--- config.mk ---
export PLATFORM = sky130hd
export DESIGN_NAME = pcx_rle_scanline_decoder_unit
export DESIGN_NICKNAME = d
export VERILOG_FILES = /design/src/hw/rtl/pcx_pkg.sv /design/src/hw/rtl/pcx_fifo.sv /design/src/hw/rtl/pcx_front.sv /design/src/hw/rtl/pcx_back.sv /design/src/hw/rtl/pcx_rle_scanline_decoder_unit.sv
export SDC_FILE = /design/constraint.sdc
export NUM_CORES = 1
export LEC_CHECK = 0
export BUFFER_PORTS_ARGS = -buffer_cell sky130_fd_sc_hd__buf_2
export CAP_MARGIN = 10
export CORE_MARGIN = 2
export CORE_UTILIZATION = 50
export CTS_BUF_LIST = sky130_fd_sc_hd__clkbuf_2 sky130_fd_sc_hd__clkbuf_4 sky130_fd_sc_hd__clkbuf_8
export DETAILED_ROUTE_END_ITERATION = 7
export GPL_ROUTABILITY_DRIVEN = 0
export PLACE_DENSITY = 0.68
export REMOVE_ABC_BUFFERS = 1
export SETUP_SLACK_MARGIN = 0.5
export SLEW_MARGIN = 20
export SYNTH_ARGS = -nofsm -noshare
export SYNTH_HDL_FRONTEND = slang
export SYNTH_HIERARCHICAL = 1
export SYNTH_SLANG_ARGS = --single-unit
--- constraint.sdc ---
create_clock -name clk -period 7.2 [get_ports clk]
set_clock_uncertainty 0.2 [all_clocks]
set_input_delay 0.72 -clock clk [delete_from_list [all_inputs] [get_ports clk]]
set_output_delay 0.72 -clock clk [all_outputs]
set_load 0.02 [all_outputs]
--- src/hw/rtl/pcx_pkg.sv ---
// Shared types, constants and helper functions for the PCX run-length scanline decoder.
// No dependencies; pcx_front, pcx_back and the top level import it, pcx_fifo does not.
package pcx_pkg;

  localparam int unsigned CMD_DEPTH_LOG2 = 2;
  localparam int unsigned OUT_DEPTH_LOG2 = 1;

  localparam logic [15:0] LINE_WIDTH_RST  = 16'd320;
  localparam logic        RLE_ENABLE_RST  = 1'b1;
  localparam logic [2:0]  PLANE_COUNT_RST = 3'd1;

  localparam logic [1:0] CFG_LINE_WIDTH  = 2'd0;
  localparam logic [1:0] CFG_RLE_ENABLE  = 2'd1;
  localparam logic [1:0] CFG_PLANE_COUNT = 2'd2;

  localparam logic [1:0] RUN_MARK = 2'b11;

  typedef struct packed {
    logic [15:0] line_width;
    logic        rle_enable;
    logic [2:0]  plane_count;
  } cfg_t;

  typedef struct packed {
    logic [7:0] value;
    logic [5:0] count;
  } cmd_t;

  typedef struct packed {
    logic [7:0]  pixel_value;
    logic [15:0] column;
    logic [1:0]  plane;
    logic        run_last;
    logic        line_end;
  } pix_t;

  function automatic logic [15:0] eff_width(input logic [15:0] w);
    eff_width = (w == 16'd0) ? 16'd1 : w;
  endfunction

  function automatic logic [2:0] eff_planes(input logic [2:0] p);
    if (p == 3'd0) begin
      eff_planes = 3'd1;
    end else if (p > 3'd4) begin
      eff_planes = 3'd4;
    end else begin
      eff_planes = p;
    end
  endfunction

endpackage

--- src/hw/rtl/pcx_fifo.sv ---
// Small first-in first-out queue of packed words, held in a register array.
// Depends on nothing but its parameters; used for the command queue and the result queue.
module pcx_fifo #(
  parameter int unsigned WIDTH      = 8,
  parameter int unsigned DEPTH_LOG2 = 1
) (
  input  logic             clk,
  input  logic             rst_n,
  input  logic             push,
  input  logic [WIDTH-1:0] wr_data,
  output logic             full,
  input  logic             pop,
  output logic [WIDTH-1:0] rd_data,
  output logic             empty
);

  localparam int unsigned DEPTH = 1 << DEPTH_LOG2;

  logic [WIDTH-1:0]      mem [DEPTH];
  logic [DEPTH_LOG2-1:0] wr_ptr_r, wr_ptr_nxt;
  logic [DEPTH_LOG2-1:0] rd_ptr_r, rd_ptr_nxt;
  logic [DEPTH_LOG2:0]   count_r, count_nxt;
  logic                  do_push, do_pop;

  assign full    = (count_r == (DEPTH_LOG2+1)'(DEPTH));
  assign empty   = (count_r == '0);
  assign do_push = push && !full;
  assign do_pop  = pop && !empty;
  assign rd_data = mem[rd_ptr_r];

  always_comb begin
    wr_ptr_nxt = do_push ? wr_ptr_r + 1'b1 : wr_ptr_r;
    rd_ptr_nxt = do_pop ? rd_ptr_r + 1'b1 : rd_ptr_r;
    count_nxt  = count_r;
    if (do_push && !do_pop) begin
      count_nxt = count_r + 1'b1;
    end else if (do_pop && !do_push) begin
      count_nxt = count_r - 1'b1;
    end
  end

  always_ff @(posedge clk) begin
    if (!rst_n) begin
      wr_ptr_r <= '0;
      rd_ptr_r <= '0;
      count_r  <= '0;
    end else begin
      wr_ptr_r <= wr_ptr_nxt;
      rd_ptr_r <= rd_ptr_nxt;
      count_r  <= count_nxt;
    end
  end

  always_ff @(posedge clk) begin
    if (do_push) begin
      mem[wr_ptr_r] <= wr_data;
    end
  end

endmodule

--- src/hw/rtl/pcx_front.sv ---
// Front end of the decoder: takes raw stream bytes, holds a pending run count and
// queues one command (value and repeat count) per byte that yields pixels. Uses pcx_pkg.
module pcx_front (
  input  logic          clk,
  input  logic          rst_n,
  input  logic          rle_enable,
  input  logic          in_push,
  input  logic [7:0]    in_byte,
  input  logic          cmd_full,
  output logic          cmd_push,
  output pcx_pkg::cmd_t cmd_data
);
  import pcx_pkg::*;

  logic       awaiting_r, awaiting_nxt;
  logic [5:0] held_r, held_nxt;
  logic       accept;

  assign accept = in_push && !cmd_full;

  always_comb begin
    awaiting_nxt   = awaiting_r;
    held_nxt       = held_r;
    cmd_push       = 1'b0;
    cmd_data.value = in_byte;
    cmd_data.count = 6'd1;
    if (accept) begin
      if (!rle_enable) begin
        // Pass-through: every byte is one pixel and a pending count is dropped.
        awaiting_nxt = 1'b0;
        held_nxt     = '0;
        cmd_push     = 1'b1;
      end else if (awaiting_r) begin
        awaiting_nxt   = 1'b0;
        held_nxt       = '0;
        cmd_data.count = held_r;
        cmd_push       = (held_r != 6'd0);
      end else if (in_byte[7:6] == RUN_MARK) begin
        awaiting_nxt = 1'b1;
        held_nxt     = in_byte[5:0];
      end else begin
        cmd_push = 1'b1;
      end
    end
  end

  always_ff @(posedge clk) begin
    if (!rst_n) begin
      awaiting_r <= 1'b0;
      held_r     <= '0;
    end else begin
      awaiting_r <= awaiting_nxt;
      held_r     <= held_nxt;
    end
  end

endmodule

--- src/hw/rtl/pcx_back.sv ---
// Back end of the decoder: expands queued commands into pixels, one a cycle while the
// result queue it feeds has room, and tracks the line position and plane. Uses pcx_pkg.
module pcx_back (
  input  logic          clk,
  input  logic          rst_n,
  input  pcx_pkg::cfg_t cfg,
  input  logic          lw_wr,
  input  logic [15:0]   lw_data,
  input  logic          cmd_empty,
  input  pcx_pkg::cmd_t cmd_data,
  output logic          cmd_pop,
  input  logic          out_full,
  output logic          out_push,
  output pcx_pkg::pix_t out_data
);
  import pcx_pkg::*;

  logic [15:0] pixels_left_r, pixels_left_nxt;
  logic [1:0]  plane_r, plane_nxt;
  logic        busy_r, busy_nxt;
  logic [5:0]  rem_r, rem_nxt;
  logic [5:0]  cur_count;
  logic [15:0] width;
  logic [2:0]  planes;
  logic [2:0]  plane_inc;
  logic        emit, end_px, last;

  assign width     = eff_width(cfg.line_width);
  assign planes    = eff_planes(cfg.plane_count);
  assign plane_inc = {1'b0, plane_r} + 3'd1;
  assign cur_count = busy_r ? rem_r : cmd_data.count;
  assign emit      = !cmd_empty && !out_full;
  assign end_px    = (pixels_left_r <= 16'd1);
  // A run stops at the line end; what is left of it is dropped with the command.
  assign last      = (cur_count == 6'd1) || end_px;
  assign cmd_pop   = emit && last;
  assign out_push  = emit;

  always_comb begin
    out_data.pixel_value = cmd_data.value;
    out_data.column      = width - pixels_left_r;
    out_data.plane       = plane_r;
    out_data.run_last    = last;
    out_data.line_end    = end_px;
  end

  always_comb begin
    pixels_left_nxt = pixels_left_r;
    plane_nxt       = plane_r;
    busy_nxt        = busy_r;
    rem_nxt         = rem_r;
    if (lw_wr) begin
      pixels_left_nxt = eff_width(lw_data);
    end else if (emit) begin
      busy_nxt = !last;
      rem_nxt  = cur_count - 6'd1;
      if (end_px) begin
        pixels_left_nxt = width;
        plane_nxt       = (plane_inc >= planes) ? 2'd0 : plane_inc[1:0];
      end else begin
        pixels_left_nxt = pixels_left_r - 16'd1;
      end
    end
  end

  always_ff @(posedge clk) begin
    if (!rst_n) begin
      pixels_left_r <= LINE_WIDTH_RST;
      plane_r       <= '0;
      busy_r        <= 1'b0;
      rem_r         <= '0;
    end else begin
      pixels_left_r <= pixels_left_nxt;
      plane_r       <= plane_nxt;
      busy_r        <= busy_nxt;
      rem_r         <= rem_nxt;
    end
  end

`ifndef NO_ASSERTIONS
  a_end_marks_last : assert property (@(posedge clk) disable iff (!rst_n)
    out_push && out_data.line_end |-> out_data.run_last)
    else $error("line end pixel without run-last mark");
  a_column_in_line : assert property (@(posedge clk) disable iff (!rst_n)
    out_push |-> (out_data.column < width))
    else $error("pixel column beyond line width");
  a_line_restart : assert property (@(posedge clk) disable iff (!rst_n)
    out_push && out_data.line_end && !lw_wr |=> pixels_left_r == $past(width))
    else $error("line counter not reloaded after line end");
  a_busy_needs_cmd : assert property (@(posedge clk) disable iff (!rst_n)
    busy_r |-> !cmd_empty)
    else $error("run in progress with no command queued");
`endif

endmodule

--- src/hw/rtl/pcx_rle_scanline_decoder_unit.sv ---
// Top level of the PCX run-length scanline decoder: configuration registers,
// front end, command queue, back end and result queue. Uses pcx_pkg and all pcx_ modules.
//
//   Channel  Handshake                      Payload
//   in_      in_push / in_full              in_byte
//   out_     out_pop / out_empty            out_pixel_value, out_column, out_plane,
//                                           out_run_last, out_line_end
//   cfg_     cfg_valid / cfg_ready          cfg_index, cfg_data
//
// A literal byte yields one pixel; a run of n pixels (fewer if cut at a line end) is
// expanded one pixel per cycle from its expansion counter while the result queue has room.
// A count byte yields no pixel itself. The command queue holds
// four requests so the front keeps taking bytes while a run is expanded.
// Reset is synchronous and needs no clearing pass; cfg_ready is always high.
module pcx_rle_scanline_decoder_unit #(
  parameter int unsigned CMD_DEPTH_LOG2 = pcx_pkg::CMD_DEPTH_LOG2,
  parameter int unsigned OUT_DEPTH_LOG2 = pcx_pkg::OUT_DEPTH_LOG2
) (
  input  logic        clk,
  input  logic        rst_n,
  input  logic        in_push,
  input  logic [7:0]  in_byte,
  output logic        in_full,
  input  logic        out_pop,
  output logic        out_empty,
  output logic [7:0]  out_pixel_value,
  output logic [15:0] out_column,
  output logic [1:0]  out_plane,
  output logic        out_run_last,
  output logic        out_line_end,
  input  logic        cfg_valid,
  output logic        cfg_ready,
  input  logic [1:0]  cfg_index,
  input  logic [15:0] cfg_data
);
  import pcx_pkg::*;

  cfg_t cfg_r, cfg_nxt;
  logic cfg_wr, lw_wr;
  logic cmd_push, cmd_full, cmd_pop, cmd_empty;
  cmd_t cmd_wr, cmd_rd;
  logic pix_push, pix_full;
  pix_t pix_wr, pix_rd;

  assign cfg_ready = 1'b1;
  assign cfg_wr    = cfg_valid && cfg_ready;
  assign lw_wr     = cfg_wr && (cfg_index == CFG_LINE_WIDTH);

  always_comb begin
    cfg_nxt = cfg_r;
    if (cfg_wr) begin
      case (cfg_index)
        CFG_LINE_WIDTH:  cfg_nxt.line_width  = cfg_data;
        CFG_RLE_ENABLE:  cfg_nxt.rle_enable  = cfg_data[0];
        CFG_PLANE_COUNT: cfg_nxt.plane_count = cfg_data[2:0];
        default:         cfg_nxt = cfg_r;
      endcase
    end
  end

  always_ff @(posedge clk) begin
    if (!rst_n) begin
      cfg_r.line_width  <= LINE_WIDTH_RST;
      cfg_r.rle_enable  <= RLE_ENABLE_RST;
      cfg_r.plane_count <= PLANE_COUNT_RST;
    end else begin
      cfg_r <= cfg_nxt;
    end
  end

  assign in_full = cmd_full;

  pcx_front u_front (
    .clk        (clk),
    .rst_n      (rst_n),
    .rle_enable (cfg_r.rle_enable),
    .in_push    (in_push),
    .in_byte    (in_byte),
    .cmd_full   (cmd_full),
    .cmd_push   (cmd_push),
    .cmd_data   (cmd_wr)
  );

  pcx_fifo #(
    .WIDTH      ($bits(cmd_t)),
    .DEPTH_LOG2 (CMD_DEPTH_LOG2)
  ) u_cmd_q (
    .clk     (clk),
    .rst_n   (rst_n),
    .push    (cmd_push),
    .wr_data (cmd_wr),
    .full    (cmd_full),
    .pop     (cmd_pop),
    .rd_data (cmd_rd),
    .empty   (cmd_empty)
  );

  pcx_back u_back (
    .clk       (clk),
    .rst_n     (rst_n),
    .cfg       (cfg_r),
    .lw_wr     (lw_wr),
    .lw_data   (cfg_data),
    .cmd_empty (cmd_empty),
    .cmd_data  (cmd_rd),
    .cmd_pop   (cmd_pop),
    .out_full  (pix_full),
    .out_push  (pix_push),
    .out_data  (pix_wr)
  );

  pcx_fifo #(
    .WIDTH      ($bits(pix_t)),
    .DEPTH_LOG2 (OUT_DEPTH_LOG2)
  ) u_out_q (
    .clk     (clk),
    .rst_n   (rst_n),
    .push    (pix_push),
    .wr_data (pix_wr),
    .full    (pix_full),
    .pop     (out_pop),
    .rd_data (pix_rd),
    .empty   (out_empty)
  );

  assign out_pixel_value = pix_rd.pixel_value;
  assign out_column      = pix_rd.column;
  assign out_plane       = pix_rd.plane;
  assign out_run_last    = pix_rd.run_last;
  assign out_line_end    = pix_rd.line_end;

endmodule
# Word-level counts from Yosys, hierarchy flattened
# Memory sizes are Yosys's and may differ from the RTL's. A register that Yosys moved wholly into a read port is not among the register bits.
# Cells that the tools add are included.
classes:
  add_sub_neg: 12
  n_lt_le_gt_ge: 3
  eq_ne: 7
  mux: 34
  bitwise_logic: 1
  n_reduce_logical: 38
ops:
  columns: ["cell", "count"]
  rows:
  - ["$mux W16", 5]
  - ["$mux W6", 7]
  - ["$logic_not A16 Y1", 2]
  - ["$le A16 B1 Y1 const B", 1]
  - ["$sub A16 B1 Y16 const B", 1]
  - ["$sub A16 B16 Y16", 1]
  - ["$mux W1", 13]
  - ["$logic_and A1 B1 Y1", 12]
  - ["$mux W3", 4]
  - ["$mux W2", 5]
  - ["$reduce_and A2 Y1", 5]
  - ["$logic_not A1 Y1", 9]
  - ["$add A2 B1 Y2 const B", 3]
  - ["$eq A2 B2 Y1 const B", 3]
  - ["$eq A6 B1 Y1 const B", 1]
  - ["$logic_not A3 Y1", 2]
  - ["$reduce_bool A2 Y1", 3]
  - ["$reduce_bool A6 Y1", 1]
  - ["$sub A6 B1 Y6 const B", 1]
  - ["$logic_not A2 Y1", 2]
  - ["$add A2 B1 Y3 const B", 1]
  - ["$add A3 B1 Y3 const B", 1]
  - ["$eq A3 B3 Y1 const B", 1]
  - ["$ge A3 B3 Y1", 1]
  - ["9 further kinds", 10]
word_totals:
  regBits: 63
  ramBits: 112
  inputBits: 31
  out_inout_bits: 31
  wordCells: 112
  n_memories: 2
mem_list:
  columns: ["memory", "words", "width", "rd", "rd_clocked_by_memory_dff", "wr", "line", "text"]
  rows:
  - ["u_cmd_q.mem", 4, 14, 1, 1, 1, "pcx_fifo.sv:19", "logic [WIDTH-1:0] mem [DEPTH];"]
  - ["u_out_q.mem", 2, 28, 1, 1, 1, "pcx_fifo.sv:19", null]

# Logic depth before layout (Yosys ltp)
logic_depth:
  ltp_word: 10
  mapped_depth: 16
  depth_no_buf: 15

# By module
# The synthesis kept the hierarchy.
by_module_without_submodules:
  columns: ["module", "instances", "cells_per_inst", "area_each_um2", "seq_area_each_um2"]
  rows:
  - ["pcx_back", 1, 395, 2859.0, 500.5]
  - ["pcx_fifo (u_cmd_q)", 1, 121, 2522.4, 1861.8]
  - ["pcx_fifo (u_out_q)", 1, 112, 2250.9, 1781.7]
  - ["pcx_rle_scanline_decoder_unit", 1, 88, 845.8, 400.4]
  - ["pcx_front", 1, 53, 464.2, 140.1]

# Least setup slack after synthesis
# Ideal clock, no wire load.
synth_path:
  path_kind: "flip-flop to flip-flop"
  from: "reg with a tool-made name"
  to: "reg u_cmd_q.count_r[2]"
  setup_ps: 70
  arrival_time_ps: 2950
  required_ps: 6930
  path_slack_ps: 3980
  path_stages_with_launch: 15
  path_buffers: 1
  path_cell_list: "dfxtp_1 > buf_6 > mux4_2 > mux2i_1 > inv_1 > ha_1 > a31oi_1 > nor2_1 > o31ai_2 > ha_1 > inv_1 > fa_1 > xor2_1 > or3_1 > a21boi_1"
synth_lines:
  columns: ["element", "line", "text"]
  rows:
  - ["to (signal assigned)", "pcx_fifo.sv:50", "count_r <= count_nxt;"]
  - ["to (decl)", "pcx_fifo.sv:22", "logic [DEPTH_LOG2:0] count_r, count_nxt;"]

==> results_dict.tcl <==
set metrics [dict create \
    status "completed" \
    clk_root_buffer_cell "clkbuf_8" \
    setup_tns_ns 0 \
    cts_sinks 178 \
    drt_iter0_markers 488 \
    crit_fanout 14 \
    layout_common_cells "112 x edfxtp_1, 72 x nand2_1, 66 x dfxtp_1" \
    async_flop_share 0 \
    firstDrtPassIters 8 \
    worst_ep_arrival_time_ns 4.31 \
    dp_hpwl_um 12800 \
    ant_nets 0 \
    worstPathCellList "mux4_2 -> mux2i_1 -> inv_1 -> ha_1 -> a31oi_1 -> nor2_1 -> o31ai_2 -> ha_1 -> inv_1 -> fa_1 -> xor2_1 -> or3_1 -> a21boi_1" \
    clkSlewWorstSetupHoldPaths_ns 0.09 \
    routed_wl_um 18200 \
    port_buffers 60 \
    leakage_uw 0.00353 \
    core.rowCount 48 \
    htree_levels 4 \
    max_freq_mhz 244 \
    rsz0062_at_grt "false" \
    synth-seq-area-share 0.524 \
    synth_top_area_cell "edfxtp_1" \
    n_antenna_cell 0 \
    die_y_um 138 \
    hold_buffers 0 \
    cts_made_buffers 17 \
    drv_cap 0 \
    crit_path_top_delay_cell "dfxtp_1" \
    fin_crit_sh 0.569 \
    cpPeakStageDelay_ns 0.96 \
    start_util 0.513 \
    yosys_warnings 6 \
    grt_use_total 0.200 \
    synthTopCellsByArea "edfxtp_1 38%, dfxtp_1 15%, ha_1 4.2%" \
    hold_viol_final 0 \
    synth-edff-count 112 \
    vias 5907 \
    die-area_um2 19000 \
    fp.dieW_um 138 \
    synth_area_um2 8940 \
    syn_inst 769 \
    core-area_um2 17400 \
    syn2layout_area_growth_pct 7.51 \
    clk_latency_ns 0.48 \
    cp-start-kind "register" \
    grt_pass1_wl_um 28900 \
    io_pins 62 \
    routed_via_density 5.74 \
    crit_family "flip-flops" \
    wl_per_cell_um 17.7 \
    cts_tree "built" \
    placed_area_um2 9190 \
    min_period_ns 4.10 \
    ir_drop_uv 190 \
    drc_errors 0 \
    ys.flop_type "edfxtp_1" \
    cts_resized 0 \
    slew_violations 0 \
    netlist.area_leader.share 0.376 \
    min_path_type "register to register" \
    post_cts_buffers 0 \
    drive_above_1_share 0.200 \
    worst_ep_required_time_ns 7.41 \
    grt_pass1_vias 5542 \
    ys_ff_latch 178 \
    nFillCells 1484 \
    cp-end-kind "register" \
    syn_avg_cell_area_um2 11.6 \
    antenna_found_initial 0 \
    critPathBufInv 2 \
    grt_remaining_overflow 0 \
    relSlewSlack 0.357 \
    synth_cell_types 76 \
    setup_violations 0 \
    clockBufferDepth 2 \
    fin_area_um2 9610 \
    fin_nets 854 \
    tightest_slew_ns 0.964 \
    path_class "register to register" \
    final_common_cell "edfxtp_1" \
    grt_max_degree 93 \
    power_density_nw_per_um2 392 \
]
sequential cells by signal, summed over array words and instances, names as in the netlist, 3 cells and up, named ones only:
register,flops
cfg_r,20
u_back/pixels_left_r,16
u_back/rem_r,6
u_cmd_q/count_r,3
u_cmd_q/mem,56
u_front/held_r,6
u_out_q/mem,56
layer usage:
| layer | part of all wire | up-vias | global-route usage |
|---|---|---|---|
| li1 | - | 2822 | - |
| met1 | 0.47 | 2863 | 0.291 |
| met2 | 0.44 | 204 | 0.298 |
| met3 | 0.070 | 18 | 0.0460 |
| met4 | 0.014 | 0 | 0.0590 |
| met5 | 0 | - | 0 |
power by group:
group          internal (uW)  total [uW]  switching, uW  leakage, uW
Sequential              1420        1550            135      0.00155
Clock                    364         736            372     0.000218
Combinational            590        1490            896      0.00176
Total                   2370        3770           1400      0.00353
cell families (layout without fill, tap and decap cells):
logic type	after synthesis	in the layout	share of synthesized area
simple gates	228	228	0.136
flops	178	178	0.524
compound gates	121	121	0.0926
buf+inv	101	136	0.0599
mux	78	78	0.111
fa+ha+maj	32	32	0.0465
xor+xnor	30	30	0.0294
other cells	1	1	0.000419
cells in the mapped netlist (3+ instances only):
cell type,instances
nand2_1,72
buf_2,6
nor4_1,10
nand2b_1,7
buf_4,21
a21boi_0,4
mux4_2,14
mux2i_1,35
a221oi_1,4
inv_1,37
a21boi_1,5
mux2_2,29
buf_6,5
nor2b_1,11
xnor2_1,24
a311oi_1,3
dfxtp_1,66
o21ai_0,26
nand3_1,17
o211ai_1,4
nor2_1,38
a21oi_1,29
edfxtp_1,112
o21a_1,3
xor2_1,6
nand4_1,10
nand3b_1,4
ha_1,30
nor3_1,9
or3_1,6
a22o_1,8
and3_1,4
o31ai_1,5
and2_1,18
clkbuf_1,28
a21o_1,5
worst min-delay path, cell delays in order, from the launching register on:
cell	delay, ns
dfxtp_1	0.33
nand2_1	0.05
mux2i_1	0.05
cell type report:
| class | instances | area [um^2] | share of cell area |
|---|---|---|---|
| Sequential cell | 178 | 4680 | 0.487 |
| Multi-Input combinational cell | 490 | 3730 | 0.388 |
| Timing Repair Buffer | 65 | 338 | 0.0351 |
| Tap cell | 225 | 282 | 0.0293 |
| Clock buffer | 19 | 255 | 0.0265 |
| Clock inverter | 13 | 174 | 0.0181 |
| Inverter | 39 | 146 | 0.0152 |
stage by stage:
step	power, uW	setup slack (ns)	cells	hold slack, ns	util
floorplan	2640	3.50	707	0.234	-
global placement	3000	3.19	997	0.259	0.527
detailed placement	3050	3.07	997	0.264	0.527
CTS	3790	3.01	1029	0.277	0.552
global route	4010	2.68	1029	0.293	0.552
finish	3770	3.10	1029	0.277	0.552
path summary, 6_finish.rpt:
path	to	depth (start not counted)	slack, ns	from
min	u_front/held_r[0]	2	0.28	u_front/held_r[0]
max reg2reg	u_cmd_q/count_r[2]	13	3.10	register
max	u_cmd_q/count_r[2]	13	3.10	register
min reg2reg	u_front/held_r[0]	2	0.28	u_front/held_r[0]
(Power assumes the default switching activity.)
